--- src/hdl/fcpr_pkg.sv ---
// shared types, constants and the crc-16 byte update for the framed packet receiver
// no dependencies; used by the receive core, the top level and the testbench
package fcpr_pkg;

  // frame parser phases
  typedef enum logic [2:0] {
    PH_HUNT1 = 3'd0,
    PH_HUNT2 = 3'd1,
    PH_SEQ   = 3'd2,
    PH_LEN   = 3'd3,
    PH_DATA  = 3'd4,
    PH_CRCHI = 3'd5,
    PH_CRCLO = 3'd6
  } phase_t;

  // configuration register indexes
  typedef enum logic [1:0] {
    CFG_SYNC_FIRST  = 2'd0,
    CFG_SYNC_SECOND = 2'd1,
    CFG_MAX_PAYLOAD = 2'd2,
    CFG_GAP_TIMEOUT = 2'd3
  } cfg_idx_t;

  localparam int unsigned CFG_DATA_W = 16;

  localparam logic [15:0] CRC_POLY = 16'h1021;
  localparam logic [15:0] MIN_LEN  = 16'd2;

  localparam logic [7:0]  SYNC_FIRST_RST  = 8'h55;
  localparam logic [7:0]  SYNC_SECOND_RST = 8'hAA;
  localparam logic [15:0] MAX_PAYLOAD_RST = 16'd98;
  localparam logic [15:0] GAP_TIMEOUT_RST = 16'd200;

  // configuration as seen by the core
  typedef struct packed {
    logic [7:0]  sync_first;
    logic [7:0]  sync_second;
    logic [15:0] max_payload;
    logic [15:0] gap_timeout_ms;
  } cfg_t;

  // receiver state carried from byte to byte
  typedef struct packed {
    phase_t      phase;
    logic [15:0] frame_length;
    logic        length_bytes_seen;
    logic [15:0] bytes_counted;
    logic [15:0] running_crc;
    logic [7:0]  crc_high_byte;
    logic [31:0] last_time_ms;
    logic        time_seen;
  } rx_state_t;

  // one input item
  typedef struct packed {
    logic        action;
    logic [7:0]  byte_value;
    logic [31:0] now_ms;
  } rx_item_t;

  // one result item
  typedef struct packed {
    logic        frame_ok;
    logic        crc_error;
    logic        length_error;
    logic        timeout_drop;
    logic        payload_valid;
    logic [7:0]  payload_byte;
    logic [15:0] payload_index;
  } rx_result_t;

  // crc-16, msb first, no reflection, eight shift steps per byte
  function automatic logic [15:0] crc16_byte(input logic [15:0] crc_in,
                                             input logic [7:0]  data);
    logic [15:0] crc;
    crc = crc_in ^ {data, 8'h00};
    for (int i = 0; i < 8; i++) begin
      if (crc[15]) begin
        crc = {crc[14:0], 1'b0} ^ CRC_POLY;
      end else begin
        crc = {crc[14:0], 1'b0};
      end
    end
    return crc;
  endfunction

endpackage

--- src/hdl/fcpr_if.sv ---
// valid/ready channel interfaces for the framed packet receiver
// depends on nothing but plain logic types
interface fcpr_in_if;
  logic        valid;
  logic        ready;
  logic        action;
  logic [7:0]  byte_value;
  logic [31:0] now_ms;

  modport source (output valid, output action, output byte_value, output now_ms,
                  input ready);
  modport sink   (input valid, input action, input byte_value, input now_ms,
                  output ready);
endinterface

interface fcpr_out_if;
  logic        valid;
  logic        ready;
  logic        frame_ok;
  logic        crc_error;
  logic        length_error;
  logic        timeout_drop;
  logic        payload_valid;
  logic [7:0]  payload_byte;
  logic [15:0] payload_index;

  modport source (output valid, output frame_ok, output crc_error, output length_error,
                  output timeout_drop, output payload_valid, output payload_byte,
                  output payload_index, input ready);
  modport sink   (input valid, input frame_ok, input crc_error, input length_error,
                  input timeout_drop, input payload_valid, input payload_byte,
                  input payload_index, output ready);
endinterface

--- src/hdl/fcpr_rx_core.sv ---
// next-state and result logic for one received byte or clear command
// depends on fcpr_pkg (state, item, result and config types, crc update)
module fcpr_rx_core (
  input  fcpr_pkg::cfg_t       cfg,
  input  fcpr_pkg::rx_state_t  state_cur,
  input  fcpr_pkg::rx_item_t   item,
  output fcpr_pkg::rx_state_t  state_nxt,
  output fcpr_pkg::rx_result_t result
);

  logic [31:0] gap;
  logic        time_bad;
  logic [15:0] len_full;
  logic [15:0] count_inc;

  // time went backwards or the byte gap is too long
  assign gap      = item.now_ms - state_cur.last_time_ms;
  assign time_bad = state_cur.time_seen &&
                    ((item.now_ms < state_cur.last_time_ms) ||
                     (gap > {16'h0000, cfg.gap_timeout_ms}));

  assign len_full  = {item.byte_value, state_cur.frame_length[7:0]};
  assign count_inc = state_cur.bytes_counted + 16'd1;

  // frame parser
  always_comb begin
    state_nxt = state_cur;
    result    = '0;
    if (item.action) begin
      state_nxt.phase             = fcpr_pkg::PH_HUNT1;
      state_nxt.frame_length      = '0;
      state_nxt.length_bytes_seen = 1'b0;
      state_nxt.bytes_counted     = '0;
      state_nxt.time_seen         = 1'b0;
    end else begin
      if (time_bad) begin
        result.timeout_drop         = (state_cur.phase != fcpr_pkg::PH_HUNT1);
        state_nxt.phase             = fcpr_pkg::PH_HUNT1;
        state_nxt.frame_length      = '0;
        state_nxt.length_bytes_seen = 1'b0;
        state_nxt.bytes_counted     = '0;
      end
      state_nxt.last_time_ms = item.now_ms;
      state_nxt.time_seen    = 1'b1;

      case (state_nxt.phase)
        fcpr_pkg::PH_HUNT1: begin
          if (item.byte_value == cfg.sync_first) begin
            state_nxt.phase = fcpr_pkg::PH_HUNT2;
          end
        end
        fcpr_pkg::PH_HUNT2: begin
          if (item.byte_value == cfg.sync_second) begin
            state_nxt.phase = fcpr_pkg::PH_SEQ;
          end else if (item.byte_value != cfg.sync_first) begin
            state_nxt.phase = fcpr_pkg::PH_HUNT1;
          end
        end
        fcpr_pkg::PH_SEQ: begin
          state_nxt.frame_length      = '0;
          state_nxt.length_bytes_seen = 1'b0;
          state_nxt.phase             = fcpr_pkg::PH_LEN;
        end
        fcpr_pkg::PH_LEN: begin
          if (!state_cur.length_bytes_seen) begin
            state_nxt.frame_length      = {8'h00, item.byte_value};
            state_nxt.length_bytes_seen = 1'b1;
          end else begin
            state_nxt.length_bytes_seen = 1'b0;
            if ((len_full < fcpr_pkg::MIN_LEN) || (len_full > cfg.max_payload)) begin
              // bad length drops the frame and forgets the time
              result.length_error     = 1'b1;
              state_nxt.phase         = fcpr_pkg::PH_HUNT1;
              state_nxt.frame_length  = '0;
              state_nxt.bytes_counted = '0;
              state_nxt.time_seen     = 1'b0;
            end else begin
              state_nxt.frame_length  = len_full;
              state_nxt.bytes_counted = '0;
              state_nxt.running_crc   = '0;
              state_nxt.phase         = fcpr_pkg::PH_DATA;
            end
          end
        end
        fcpr_pkg::PH_DATA: begin
          result.payload_valid    = 1'b1;
          result.payload_byte     = item.byte_value;
          result.payload_index    = state_cur.bytes_counted;
          state_nxt.running_crc   = fcpr_pkg::crc16_byte(state_cur.running_crc,
                                                         item.byte_value);
          state_nxt.bytes_counted = count_inc;
          if (count_inc == state_cur.frame_length) begin
            state_nxt.phase = fcpr_pkg::PH_CRCHI;
          end
        end
        fcpr_pkg::PH_CRCHI: begin
          state_nxt.crc_high_byte = item.byte_value;
          state_nxt.phase         = fcpr_pkg::PH_CRCLO;
        end
        fcpr_pkg::PH_CRCLO: begin
          if ({state_cur.crc_high_byte, item.byte_value} == state_cur.running_crc) begin
            result.frame_ok = 1'b1;
          end else begin
            result.crc_error = 1'b1;
          end
          state_nxt.phase = fcpr_pkg::PH_HUNT1;
        end
        default: begin
          state_nxt.phase = fcpr_pkg::PH_HUNT1;
        end
      endcase
    end
  end

endmodule

--- src/hdl/framed_crc16_packet_receiver.sv ---
// framed serial packet receiver with on-the-fly crc-16 check
// depends on fcpr_pkg, fcpr_if.sv (channel interfaces) and fcpr_rx_core
//
// Usage:
//   in_ch carries one item per transfer: a received byte with its millisecond
//   timestamp, or a clear command (action = 1). out_ch carries exactly one
//   result per input item, in order: frame_ok / crc_error on the last trailer
//   byte, length_error on a rejected length, timeout_drop when a partial frame
//   was dropped, and the payload byte with its index while in the payload.
//   cfg_we/cfg_index/cfg_data write the sync bytes, maximum length and gap
//   timeout; write them only while no item is in flight.
//   Each input item is held in the input register; the parser and crc
//   update then feed the result register, from which out_ch is driven.
//   Throughput is one item per cycle while out_ch does not stall; the
//   byte-wide crc update and the state step are both combinational between
//   the two registers.
//   When out_ch stalls, the result register and then the input register hold,
//   and in_ch.ready drops once both are full; nothing is lost or repeated.
//   Synchronous active-low reset empties both registers, puts the parser in
//   the hunt for the first sync byte and restores the register defaults.
module framed_crc16_packet_receiver (
  input  logic                            clk,
  input  logic                            rst_n,
  fcpr_in_if.sink                         in_ch,
  fcpr_out_if.source                      out_ch,
  input  logic                            cfg_we,
  input  logic [1:0]                      cfg_index,
  input  logic [fcpr_pkg::CFG_DATA_W-1:0] cfg_data
);

  fcpr_pkg::cfg_t       cfg_r;
  fcpr_pkg::rx_state_t  state_r;
  fcpr_pkg::rx_state_t  state_nxt;
  fcpr_pkg::rx_item_t   item_r;
  fcpr_pkg::rx_result_t result_nxt;
  fcpr_pkg::rx_result_t result_r;
  logic                 item_valid_r;
  logic                 out_valid_r;
  logic                 item_move;

  // pipeline handshake
  assign item_move   = item_valid_r && (!out_valid_r || out_ch.ready);
  assign in_ch.ready = !item_valid_r || item_move;

  // configuration registers
  always_ff @(posedge clk) begin
    if (!rst_n) begin
      cfg_r.sync_first     <= fcpr_pkg::SYNC_FIRST_RST;
      cfg_r.sync_second    <= fcpr_pkg::SYNC_SECOND_RST;
      cfg_r.max_payload    <= fcpr_pkg::MAX_PAYLOAD_RST;
      cfg_r.gap_timeout_ms <= fcpr_pkg::GAP_TIMEOUT_RST;
    end else if (cfg_we) begin
      case (fcpr_pkg::cfg_idx_t'(cfg_index))
        fcpr_pkg::CFG_SYNC_FIRST:  cfg_r.sync_first     <= cfg_data[7:0];
        fcpr_pkg::CFG_SYNC_SECOND: cfg_r.sync_second    <= cfg_data[7:0];
        fcpr_pkg::CFG_MAX_PAYLOAD: cfg_r.max_payload    <= cfg_data;
        fcpr_pkg::CFG_GAP_TIMEOUT: cfg_r.gap_timeout_ms <= cfg_data;
        default: ;
      endcase
    end
  end

  // input register
  always_ff @(posedge clk) begin
    if (!rst_n) begin
      item_valid_r <= 1'b0;
    end else if (in_ch.ready) begin
      item_valid_r <= in_ch.valid;
    end
  end

  always_ff @(posedge clk) begin
    if (in_ch.ready && in_ch.valid) begin
      item_r.action     <= in_ch.action;
      item_r.byte_value <= in_ch.byte_value;
      item_r.now_ms     <= in_ch.now_ms;
    end
  end

  // parser and crc step
  fcpr_rx_core u_core (
    .cfg       (cfg_r),
    .state_cur (state_r),
    .item      (item_r),
    .state_nxt (state_nxt),
    .result    (result_nxt)
  );

  // receiver state advances as each item moves to the result register
  always_ff @(posedge clk) begin
    if (!rst_n) begin
      state_r.phase             <= fcpr_pkg::PH_HUNT1;
      state_r.frame_length      <= '0;
      state_r.length_bytes_seen <= 1'b0;
      state_r.bytes_counted     <= '0;
      state_r.running_crc       <= '0;
      state_r.crc_high_byte     <= '0;
      state_r.last_time_ms      <= '0;
      state_r.time_seen         <= 1'b0;
    end else if (item_move) begin
      state_r <= state_nxt;
    end
  end

  // result register
  always_ff @(posedge clk) begin
    if (!rst_n) begin
      out_valid_r <= 1'b0;
    end else if (item_move) begin
      out_valid_r <= 1'b1;
    end else if (out_ch.ready) begin
      out_valid_r <= 1'b0;
    end
  end

  always_ff @(posedge clk) begin
    if (item_move) begin
      result_r <= result_nxt;
    end
  end

  assign out_ch.valid         = out_valid_r;
  assign out_ch.frame_ok      = result_r.frame_ok;
  assign out_ch.crc_error     = result_r.crc_error;
  assign out_ch.length_error  = result_r.length_error;
  assign out_ch.timeout_drop  = result_r.timeout_drop;
  assign out_ch.payload_valid = result_r.payload_valid;
  assign out_ch.payload_byte  = result_r.payload_byte;
  assign out_ch.payload_index = result_r.payload_index;

  // checks on the pipeline and the result flags
  a_state_holds: assert property (@(posedge clk) disable iff (!rst_n)
    rst_n && !item_move |=> $stable(state_r))
    else $error("receiver state changed without an item moving");

  a_item_held: assert property (@(posedge clk) disable iff (!rst_n)
    item_valid_r && !item_move |=> item_valid_r && $stable(item_r))
    else $error("input register lost or changed a waiting item");

  a_result_held: assert property (@(posedge clk) disable iff (!rst_n)
    out_valid_r && !out_ch.ready |=> out_valid_r && $stable(result_r))
    else $error("stalled result was overwritten");

  a_flags_exclusive: assert property (@(posedge clk) disable iff (!rst_n)
    out_valid_r |-> $onehot0({result_r.frame_ok, result_r.crc_error,
                              result_r.length_error, result_r.payload_valid}))
    else $error("conflicting result flags");

endmodule

--- src/flat_wrapper.sv ---
// flat-port wrapper written by rule: the top's interface ports become plain ports
module framed_crc16_packet_receiver_flat 
  (clk, rst_n, cfg_we, cfg_index, cfg_data, in_ch_valid, in_ch_action, in_ch_byte_value, in_ch_now_ms, in_ch_ready, out_ch_valid, out_ch_frame_ok, out_ch_crc_error, out_ch_length_error, out_ch_timeout_drop, out_ch_payload_valid, out_ch_payload_byte, out_ch_payload_index, out_ch_ready);
  fcpr_in_if in_ch_i ();
  fcpr_out_if out_ch_i ();
  input  logic clk;
  input  logic rst_n;
  input  logic cfg_we;
  input  logic [1:0] cfg_index;
  input  logic [fcpr_pkg::CFG_DATA_W-1:0] cfg_data;
  input wire logic [$bits(in_ch_i.valid)-1:0] in_ch_valid;
  input wire logic [$bits(in_ch_i.action)-1:0] in_ch_action;
  input wire logic [$bits(in_ch_i.byte_value)-1:0] in_ch_byte_value;
  input wire logic [$bits(in_ch_i.now_ms)-1:0] in_ch_now_ms;
  output wire logic [$bits(in_ch_i.ready)-1:0] in_ch_ready;
  output wire logic [$bits(out_ch_i.valid)-1:0] out_ch_valid;
  output wire logic [$bits(out_ch_i.frame_ok)-1:0] out_ch_frame_ok;
  output wire logic [$bits(out_ch_i.crc_error)-1:0] out_ch_crc_error;
  output wire logic [$bits(out_ch_i.length_error)-1:0] out_ch_length_error;
  output wire logic [$bits(out_ch_i.timeout_drop)-1:0] out_ch_timeout_drop;
  output wire logic [$bits(out_ch_i.payload_valid)-1:0] out_ch_payload_valid;
  output wire logic [$bits(out_ch_i.payload_byte)-1:0] out_ch_payload_byte;
  output wire logic [$bits(out_ch_i.payload_index)-1:0] out_ch_payload_index;
  input wire logic [$bits(out_ch_i.ready)-1:0] out_ch_ready;
  assign in_ch_i.valid = in_ch_valid;
  assign in_ch_i.action = in_ch_action;
  assign in_ch_i.byte_value = in_ch_byte_value;
  assign in_ch_i.now_ms = in_ch_now_ms;
  assign in_ch_ready = in_ch_i.ready;
  assign out_ch_valid = out_ch_i.valid;
  assign out_ch_frame_ok = out_ch_i.frame_ok;
  assign out_ch_crc_error = out_ch_i.crc_error;
  assign out_ch_length_error = out_ch_i.length_error;
  assign out_ch_timeout_drop = out_ch_i.timeout_drop;
  assign out_ch_payload_valid = out_ch_i.payload_valid;
  assign out_ch_payload_byte = out_ch_i.payload_byte;
  assign out_ch_payload_index = out_ch_i.payload_index;
  assign out_ch_i.ready = out_ch_ready;
  framed_crc16_packet_receiver u_core (.clk(clk), .rst_n(rst_n), .in_ch(in_ch_i), .out_ch(out_ch_i), .cfg_we(cfg_we), .cfg_index(cfg_index), .cfg_data(cfg_data));
endmodule
--- config.mk ---
export PLATFORM = sky130hd
export DESIGN_NAME = framed_crc16_packet_receiver_flat
export DESIGN_NICKNAME = d
export VERILOG_FILES = /design/src/hdl/fcpr_pkg.sv /design/src/hdl/fcpr_if.sv /design/src/hdl/fcpr_rx_core.sv /design/src/hdl/framed_crc16_packet_receiver.sv /design/src/flat_wrapper.sv
export SDC_FILE = /design/constraint.sdc
export NUM_CORES = 1
export LEC_CHECK = 0
export BUFFER_PORTS_ARGS = -buffer_cell sky130_fd_sc_hd__buf_2
export CAP_MARGIN = 15
export CORE_ASPECT_RATIO = 0.7
export CORE_MARGIN = 2
export CORE_UTILIZATION = 60
export DETAILED_ROUTE_END_ITERATION = 6
export GPL_TIMING_DRIVEN = 0
export PLACE_DENSITY = 0.8
export SYNTH_ARGS = -nofsm -noshare
export SYNTH_HDL_FRONTEND = slang
export SYNTH_SLANG_ARGS = --single-unit
--- constraint.sdc ---
create_clock -name clk -period 8.8 [get_ports clk]
set_input_delay 0.44 -clock clk [delete_from_list [all_inputs] [get_ports clk]]
set_output_delay 0.44 -clock clk [all_outputs]
set_load 0.1 [all_outputs]
==> results of run 1 <==
[routing by layer]
layer | share of wire | GRT usage | vias up
met1 | 0.47 | 0.458 | 4818
li1 | - | - | 4787
met4 | 0.020 | 0.0726 | 0
met2 | 0.42 | 0.445 | 467
met3 | 0.095 | 0.0508 | 52
met5 | 0 | 0 | -
[path summary, 6_finish.rpt]
check                          startpoint                              end  slack [ns]  cells past startpoint
max            u_core.item_r[0]$_DFFE_PP_  u_core.state_r[46]$_SDFFE_PN0P_        3.13                     21
min                      in_ch_now_ms[12]      u_core.item_r[12]$_DFFE_PP_        0.08                      1
max reg2reg    u_core.item_r[0]$_DFFE_PP_  u_core.state_r[46]$_SDFFE_PN0P_        3.13                     21
min reg2reg  u_core.cfg_r[1]$_SDFFE_PN0P_     u_core.cfg_r[1]$_SDFFE_PN0P_        0.45                      2
[critical path, stage by stage (launching register included)]
cell	delay [ns]
edfxtp_1	0.39
inv_1	0.06
ha_1	0.23
fa_1	0.40
nand2b_1	0.19
a21oi_1	0.23
nor2b_1	0.14
nor2_1	0.11
a31oi_1	0.14
nor2_1	0.13
nor2_1	0.06
xnor2_1	0.14
ha_1	0.34
nand4_1	0.20
nor4_1	0.42
a22oi_1	0.21
nor4_1	0.34
nand4_1	0.29
o41ai_4	0.60
a31oi_1	0.45
buf_2	0.33
o2bb2ai_1	0.15
[layout make-up]
type	instances	area (sq um)	share of cell area
repair buffers	95	498	0.0381
inverters	86	323	0.0247
plain buffers	65	264	0.0202
clock buffers	27	601	0.0460
clock inverters	13	146	0.0112
multi-input cells	918	5970	0.457
well taps	242	303	0.0232
flip-flops and latches	213	4960	0.380
[cell usage in the layout, fill, tap and decap left out, types with 8 or more instances in the layout]
master / Yosys / final
nor3b_1: 10 / 10
a31oi_1: 32 / 32
a21oi_1: 120 / 120
mux2i_1: 30 / 30
nor2_1: 51 / 51
dfxtp_1: 143 / 143
nand2_1: 199 / 199
nand3_1: 24 / 24
and3_1: 9 / 9
nand4_1: 22 / 22
buf_2: 6 / 100
edfxtp_1: 70 / 70
and2_1: 26 / 25
o2bb2ai_1: 17 / 17
inv_1: 86 / 86
clkbuf_16: 0 / 23
xnor2_1: 52 / 52
o211ai_1: 23 / 23
nor4_1: 18 / 18
ha_1: 65 / 65
o21ai_0: 30 / 30
nor3_1: 17 / 17
a22oi_1: 10 / 10
nor2b_1: 9 / 9
xor2_1: 52 / 52
o21a_1: 14 / 14
clkbuf_1: 51 / 53
a22o_1: 8 / 8
[flip-flops by register name, summed over array words and instances (netlist names)]
signal,flops
u_core.cfg_r,48
u_core.item_r,41
u_core.item_valid_r,1
u_core.out_ch.crc_error,1
u_core.out_ch.frame_ok,1
u_core.out_ch.length_error,1
u_core.out_ch.payload_byte,8
u_core.out_ch.payload_index,16
u_core.out_ch.payload_valid,1
u_core.out_ch.timeout_drop,1
u_core.out_ch.valid,1
u_core.state_r,93
[metrics by stage]
| step | std cells | setup slack (ns) | power (mW) | hold slack [ns] | util |
|---|---|---|---|---|---|
| after floorplan | 1282 | 4.36 | 1.36 | 0.436 | - |
| after global placement | 1618 | 3.42 | 1.45 | 0.442 | 0.652 |
| after detailed placement | 1619 | 3.36 | 1.46 | 0.448 | 0.653 |
| after CTS | 1659 | 3.31 | 2.41 | 0.0659 | 0.693 |
| after global routing | 1659 | 2.78 | 2.49 | 0.0724 | 0.693 |
| final | 1659 | 3.13 | 2.41 | 0.0819 | 0.693 |
[power breakdown]
part	total, mW	internal, mW	switching [mW]
Sequential	1.07	1.05	0.0200
Combinational	0.384	0.124	0.259
Clock	0.958	0.551	0.407
[cell families after synthesis]
kind of cell    count (synthesis)
compound gates                308
mux                            30
flops                         213
fa+ha+maj                      66
simple gates                  410
xor+xnor                      104
buf+inv                       151
==> impl_metrics.toml, run 1 <==
[clocking]
post-cts-setup-buffer-count = 0
htreeDepth = 1
clock_sinks = 213
path_clk_slew_ns = 0.06
clk_latency_ns = 0.54
cts_buffers = 22
tritoncts = "yes"
clk_path_buf_depth = 3
cts-root-buf = "clkbuf_16"
cts_hold_buf = 0
cts_resized = 0

[setup_path]
worstPathArrival_ns = 6.08
cp_max_fo = 10
setup.worst_path.start_class = "flip-flop"
cp-end-kind = "flip-flop"
cp.required_ns = 9.21
crit_type = "reg2reg"

[synthesis]
async_flop_share = 0
yosysUniqueCellTypes = 68
ys_warn_count = 0
syn_inst = 1282
yosysMostFrequentCell = "nand2_1"
yosysSeqAreaShare = 0.431
synth_common_cells = "nand2_1, dfxtp_1, a21oi_1, inv_1, edfxtp_1"
synth-simple-area-share = 0.168
avgSynthCellArea_sq_um = 8.99
synth_compound_area_frac = 0.173
ys_ff_latch = 213
synth_edf_count = 70
yosys.area_share.adder = 0.0723
synth.area.top_cells = "dfxtp_1, edfxtp_1, ha_1"
ys.flop_type = "dfxtp_1"
netlist_area_sq_mm = 0.0115
synth_top_area_frac = 0.249
synth_nets = 1412
synth_top_family_by_area = "compound AO/OA/AOI/OAI gates"
yosysTopAreaCell = "dfxtp_1"
synth-xor-area-share = 0.0791
synth_mux_area_frac = 0.0261

[sta]
tightest_slew_ns = 0.928
rsz0062_at_grt = "no"
hold_viol = 0
maxSlewViolCount = 0
clock_skew_ns = 0.0281
relSlewSlack = 0.376
period_share = 0.644
fmax_mhz = 176
finalSetupViolCount = 0
finalSetupTns_ns = 0
fin_crit_ns = 5.67

[route]
wl_microns = 30300
drc = 0
via_count = 10100
drtIter0Drc = 1129
wl_per_cell_microns = 18.3
antenna_left = 0
via_per_inst = 6.10
firstDrtPassIters = 6

[job]
maxCapViolations = 0

[placement]
dp_hpwl_microns = 22400
place_congestion = 0.927
io_buffers = 94
placedInstanceArea_sq_mm = 0.0123

[pwr]
vdd_drop_max_mv = 0.169
power_leakage_nw = 4.91
power.density_mw_per_mm2 = 185

[outcome]
status = "finished clean"

[global_routing]
grt_use_total = 0.301
antenna_found_initial = 0
grt_pass1_wl_microns = 48900
grt_pass1_vias = 9550
grt_max_degree = 39
grt_overflow = 0

[layout]
nFillCells = 1493
drive_gt1_frac = 0.109
num_antenna_cells = 0
area_growth_pct = 13.5
final_area_sq_mm = 0.0131
nNetsFinal = 1531

[floorplanning]
rows = 42
ios = 95
die_y_microns = 120
die_area_sq_mm = 0.0203
fp.dieW_microns = 170
fp.coreArea_sq_mm = 0.0189
start_util = 0.611

[worst_hold_path]
min-delay-path-class = "in2reg"
(Power assumes the default switching activity.)
==> inputs of run 2 (changes only) <==
--- a/config.mk
+++ b/config.mk
@@ -5,14 +5,15 @@
 export SDC_FILE = /design/constraint.sdc
 export NUM_CORES = 1
 export LEC_CHECK = 0
+export ABC_AREA = 1
 export BUFFER_PORTS_ARGS = -buffer_cell sky130_fd_sc_hd__buf_2
 export CAP_MARGIN = 15
 export CORE_ASPECT_RATIO = 0.7
 export CORE_MARGIN = 2
-export CORE_UTILIZATION = 60
+export CORE_UTILIZATION = 55
 export DETAILED_ROUTE_END_ITERATION = 6
 export GPL_TIMING_DRIVEN = 0
-export PLACE_DENSITY = 0.8
+export PLACE_DENSITY = 0.77
 export SYNTH_ARGS = -nofsm -noshare
 export SYNTH_HDL_FRONTEND = slang
 export SYNTH_SLANG_ARGS = --single-unit
==> constraint.sdc (replaced) <==
create_clock -name clk -period 4.7 [get_ports clk]
set_input_delay 0.235 -clock clk [delete_from_list [all_inputs] [get_ports clk]]
set_output_delay 0.235 -clock clk [all_outputs]
set_load 0.1 [all_outputs]
==> impl_metrics.toml, run 2 <==
[outcome]
status = "finished clean"

[synthesis]
yosysUniqueCellTypes = 46
avgSynthCellArea_sq_um = 7.00
synth_top_area_frac = 0.225
synth_nets = 1944
netlist_area_sq_mm = 0.0127
async_flop_share = 0
ys.flop_type = "dfxtp_1"
ys_ff_latch = 213
yosysSeqAreaShare = 0.391
synth_edf_count = 70
ys_warn_count = 0
synth_common_cells = "nand2_1, inv_1, nor2_1, dfxtp_1, a21oi_1"
yosysTopAreaCell = "dfxtp_1"
syn_inst = 1814
synth.area.top_cells = "dfxtp_1, edfxtp_1, nand2_1"
yosysMostFrequentCell = "nand2_1"

[global_routing]
antenna_found_initial = 0
grt_overflow = 0
grt_pass1_wl_microns = 56500
grt_max_degree = 41
grt_pass1_vias = 10900
grt_use_total = 0.291

[job]
maxCapViolations = 0

[setup_path]
setup.worst_path.start_class = "flip-flop"
reg2regPathDepth = 26
r2r_end = "u_core.out_ch.length_error$_SDFFCE_PP0P_"
cp.required_ns = 5.05
reg2reg_slack_ns = 0.30
worstPathArrival_ns = 4.75
reg2reg_from = "u_core.item_r[0]$_DFFE_PP_"
cp-end-kind = "flip-flop"
cp_max_fo = 10
crit_type = "reg2reg"

[route]
drtIter0Drc = 1338
wl_met2_microns = 14100
wl_microns = 35300
top_layer_used = "met4"
firstDrtPassIters = 6
wl_per_cell_microns = 15.3
via_per_inst = 5.27
wl_met1_microns = 17200
antenna_left = 0
drc = 0
route.met3.wl_microns = 3450
via_count = 12200

[pwr]
internal_power_mw = 3.22
power_frac_seq = 0.433
vdd_drop_max_mv = 0.256
power_leakage_nw = 6.82
power.density_mw_per_mm2 = 312
pwr-share-comb = 0.198
p_sw_frac = 0.305
clockPowerShare = 0.368
netSwitchingPower_mw = 1.41

[floorplanning]
die_area_sq_mm = 0.0244
ios = 95
fp.coreArea_sq_mm = 0.0227
start_util = 0.560
die_y_microns = 131
rows = 46
fp.dieW_microns = 186

[sta]
fmax_mhz = 227
relSlewSlack = 0.388
hold_viol = 0
finalSetupViolCount = 0
finalSetupTns_ns = 0
tightest_slew_ns = 0.911
fin_crit_ns = 4.40
clock_skew_ns = 0.0216
rsz0062_at_grt = "no"
period_share = 0.936
whs_ns = 0.00810
maxSlewViolCount = 0

[worst_hold_path]
whs_endpoint = "u_core.cfg_r[40]$_SDFFE_PN1P_"
min-delay-path-class = "in2reg"
hp-start = "cfg_data[0]"
hold_path_depth = 3

[layout]
layout.cells.most_common_list = "nand2_1, inv_1, nor2_1, dfxtp_1, a21oi_1"
largest_reg_flops = 93
num_antenna_cells = 0
fin_cells = 2311
nFillCells = 2059
drive_gt1_frac = 0.102
nNetsFinal = 2113
largestRegisters = "u_core.state_r x93, u_core.cfg_r x48, u_core.item_r x41"
regMostFlops = "u_core.state_r"
final_common_cell = "nand2_1"
area_growth_pct = 17.0
final_area_sq_mm = 0.0149

[clocking]
clk_path_buf_depth = 3
cts-root-buf = "clkbuf_16"
clock_sinks = 213
cts_buffers = 22
clk_latency_ns = 0.53
tritoncts = "yes"
path_clk_slew_ns = 0.07
htreeDepth = 1

[placement]
dp.cells = 2220
io_buffers = 93
dp_hpwl_microns = 26100
place_congestion = 0.949
placedInstanceArea_sq_mm = 0.0136
## run 2: cell types whose count changed in the layout (fill, tap and decap cells not counted), sizes merged, moves of 47 or more
cell and delta:
dlygate4sd3 +47, nand2 +318, nand3 +83, inv +191
nor2 +138, o21ai +67
## run 2: kinds of logic (layout without fill, tap and decap cells)
logic type,count (synthesis),after routing,share of synthesized area
AND/OR/NAND/NOR,884,884,0.293
buffers and inverters,336,521,0.103
adder cells (fa/ha/maj),66,66,0.0656
AO/OA/AOI/OAI,248,248,0.102
XOR/XNOR,67,67,0.0462
flip-flops,213,213,0.391
## run 2: timing repair
action	4_1_cts	5_1_grt
gates resized for setup	0	16
endpoints found under the hold margin	48	0
endpoints found under the setup margin	0	80
buffers inserted	0	3
hold buffers	47	0
## run 2: critical path: stages, from the launching register on
cell and delay [ns]:
edfxtp_1 0.33, inv_1 0.08, ha_1 0.23, fa_1 0.42, inv_1 0.13, nand2_1 0.06
nand3_1 0.15, nand2_1 0.10, nand2_2 0.14, xor2_2 0.27, ha_1 0.31, nand2_1 0.07
o21ai_0 0.10, nor2_1 0.12, nand2_1 0.07, nand2_1 0.15, nand3_1 0.11, nor2_1 0.10
nand2_1 0.06, nor2_2 0.10, nand2_2 0.09, nand2_4 0.16, nand2_4 0.12, nor2_8 0.18
clkbuf_4 0.25, nand3_1 0.13, nor2_2 0.19
## run 2: layer usage
layer  up-vias  track usage
met1      5505        0.459
met2       531        0.408
li1       6086            -
met5         -            0
met3        46       0.0615
met4         0       0.0516
## run 2: area by class of cell
cell class / instances / area, sq um / share of cell area
multi-input combinational: 1265 / 6500 / 0.437
buffer: 57 / 260 / 0.0175
clock inverter: 16 / 120 / 0.00808
clock buffer: 24 / 578 / 0.0389
inverter: 279 / 1050 / 0.0704
sequential: 213 / 4960 / 0.334
timing repair buffer: 145 / 1010 / 0.0677
tap: 312 / 390 / 0.0263
## run 2: worst max-delay path by stage
stage | from | endpoint | slack [ns] | cells past startpoint
6_report | u_core.item_r[0]$_DFFE_PP_ | u_core.out_ch.length_error$_SDFFCE_PP0P_ | 0.30 | 26
5_1_grt | u_core.item_r[2]$_DFFE_PP_ | u_core.out_ch.length_error$_SDFFCE_PP0P_ | 0.007 | 27
4_1_cts | u_core.item_r[0]$_DFFE_PP_ | u_core.state_r[44]$_SDFFE_PN0P_ | 0.21 | 29
3_5_place_dp | u_core.item_r[0]$_DFFE_PP_ | u_core.out_ch.payload_index[15]$_SDFFCE_PP0P_ | 0.25 | 26
3_3_place_gp | u_core.item_r[13]$_DFFE_PP_ | u_core.out_ch.payload_byte[1]$_SDFFCE_PP0P_ | 0.32 | 25
2_1_floorplan | u_core.item_r[6]$_DFFE_PP_ | u_core.state_r[46]$_SDFFE_PN0P_ | 1.32 | 28
## run 2: per-stage QoR
step,power [mW],utilization,setup WS [ns]
2_1_floorplan,2.66,-,1.32
6_report,4.63,0.656,0.300
3_5_place_dp,2.90,0.599,0.251
3_3_place_gp,2.88,0.598,0.316
5_1_grt,4.83,0.656,0.00663
4_1_cts,4.62,0.650,0.213
## run 2: power groups by stage
stage | logic (mW) | registers [mW] | clock network, mW
after floorplan | 0.526 | 2.14 | 0
after global placement | 0.829 | 2.05 | 0
after detailed placement | 0.849 | 2.05 | 0
after CTS | 0.885 | 2.01 | 1.73
after global routing | 1.02 | 2.01 | 1.80
final | 0.919 | 2.01 | 1.71
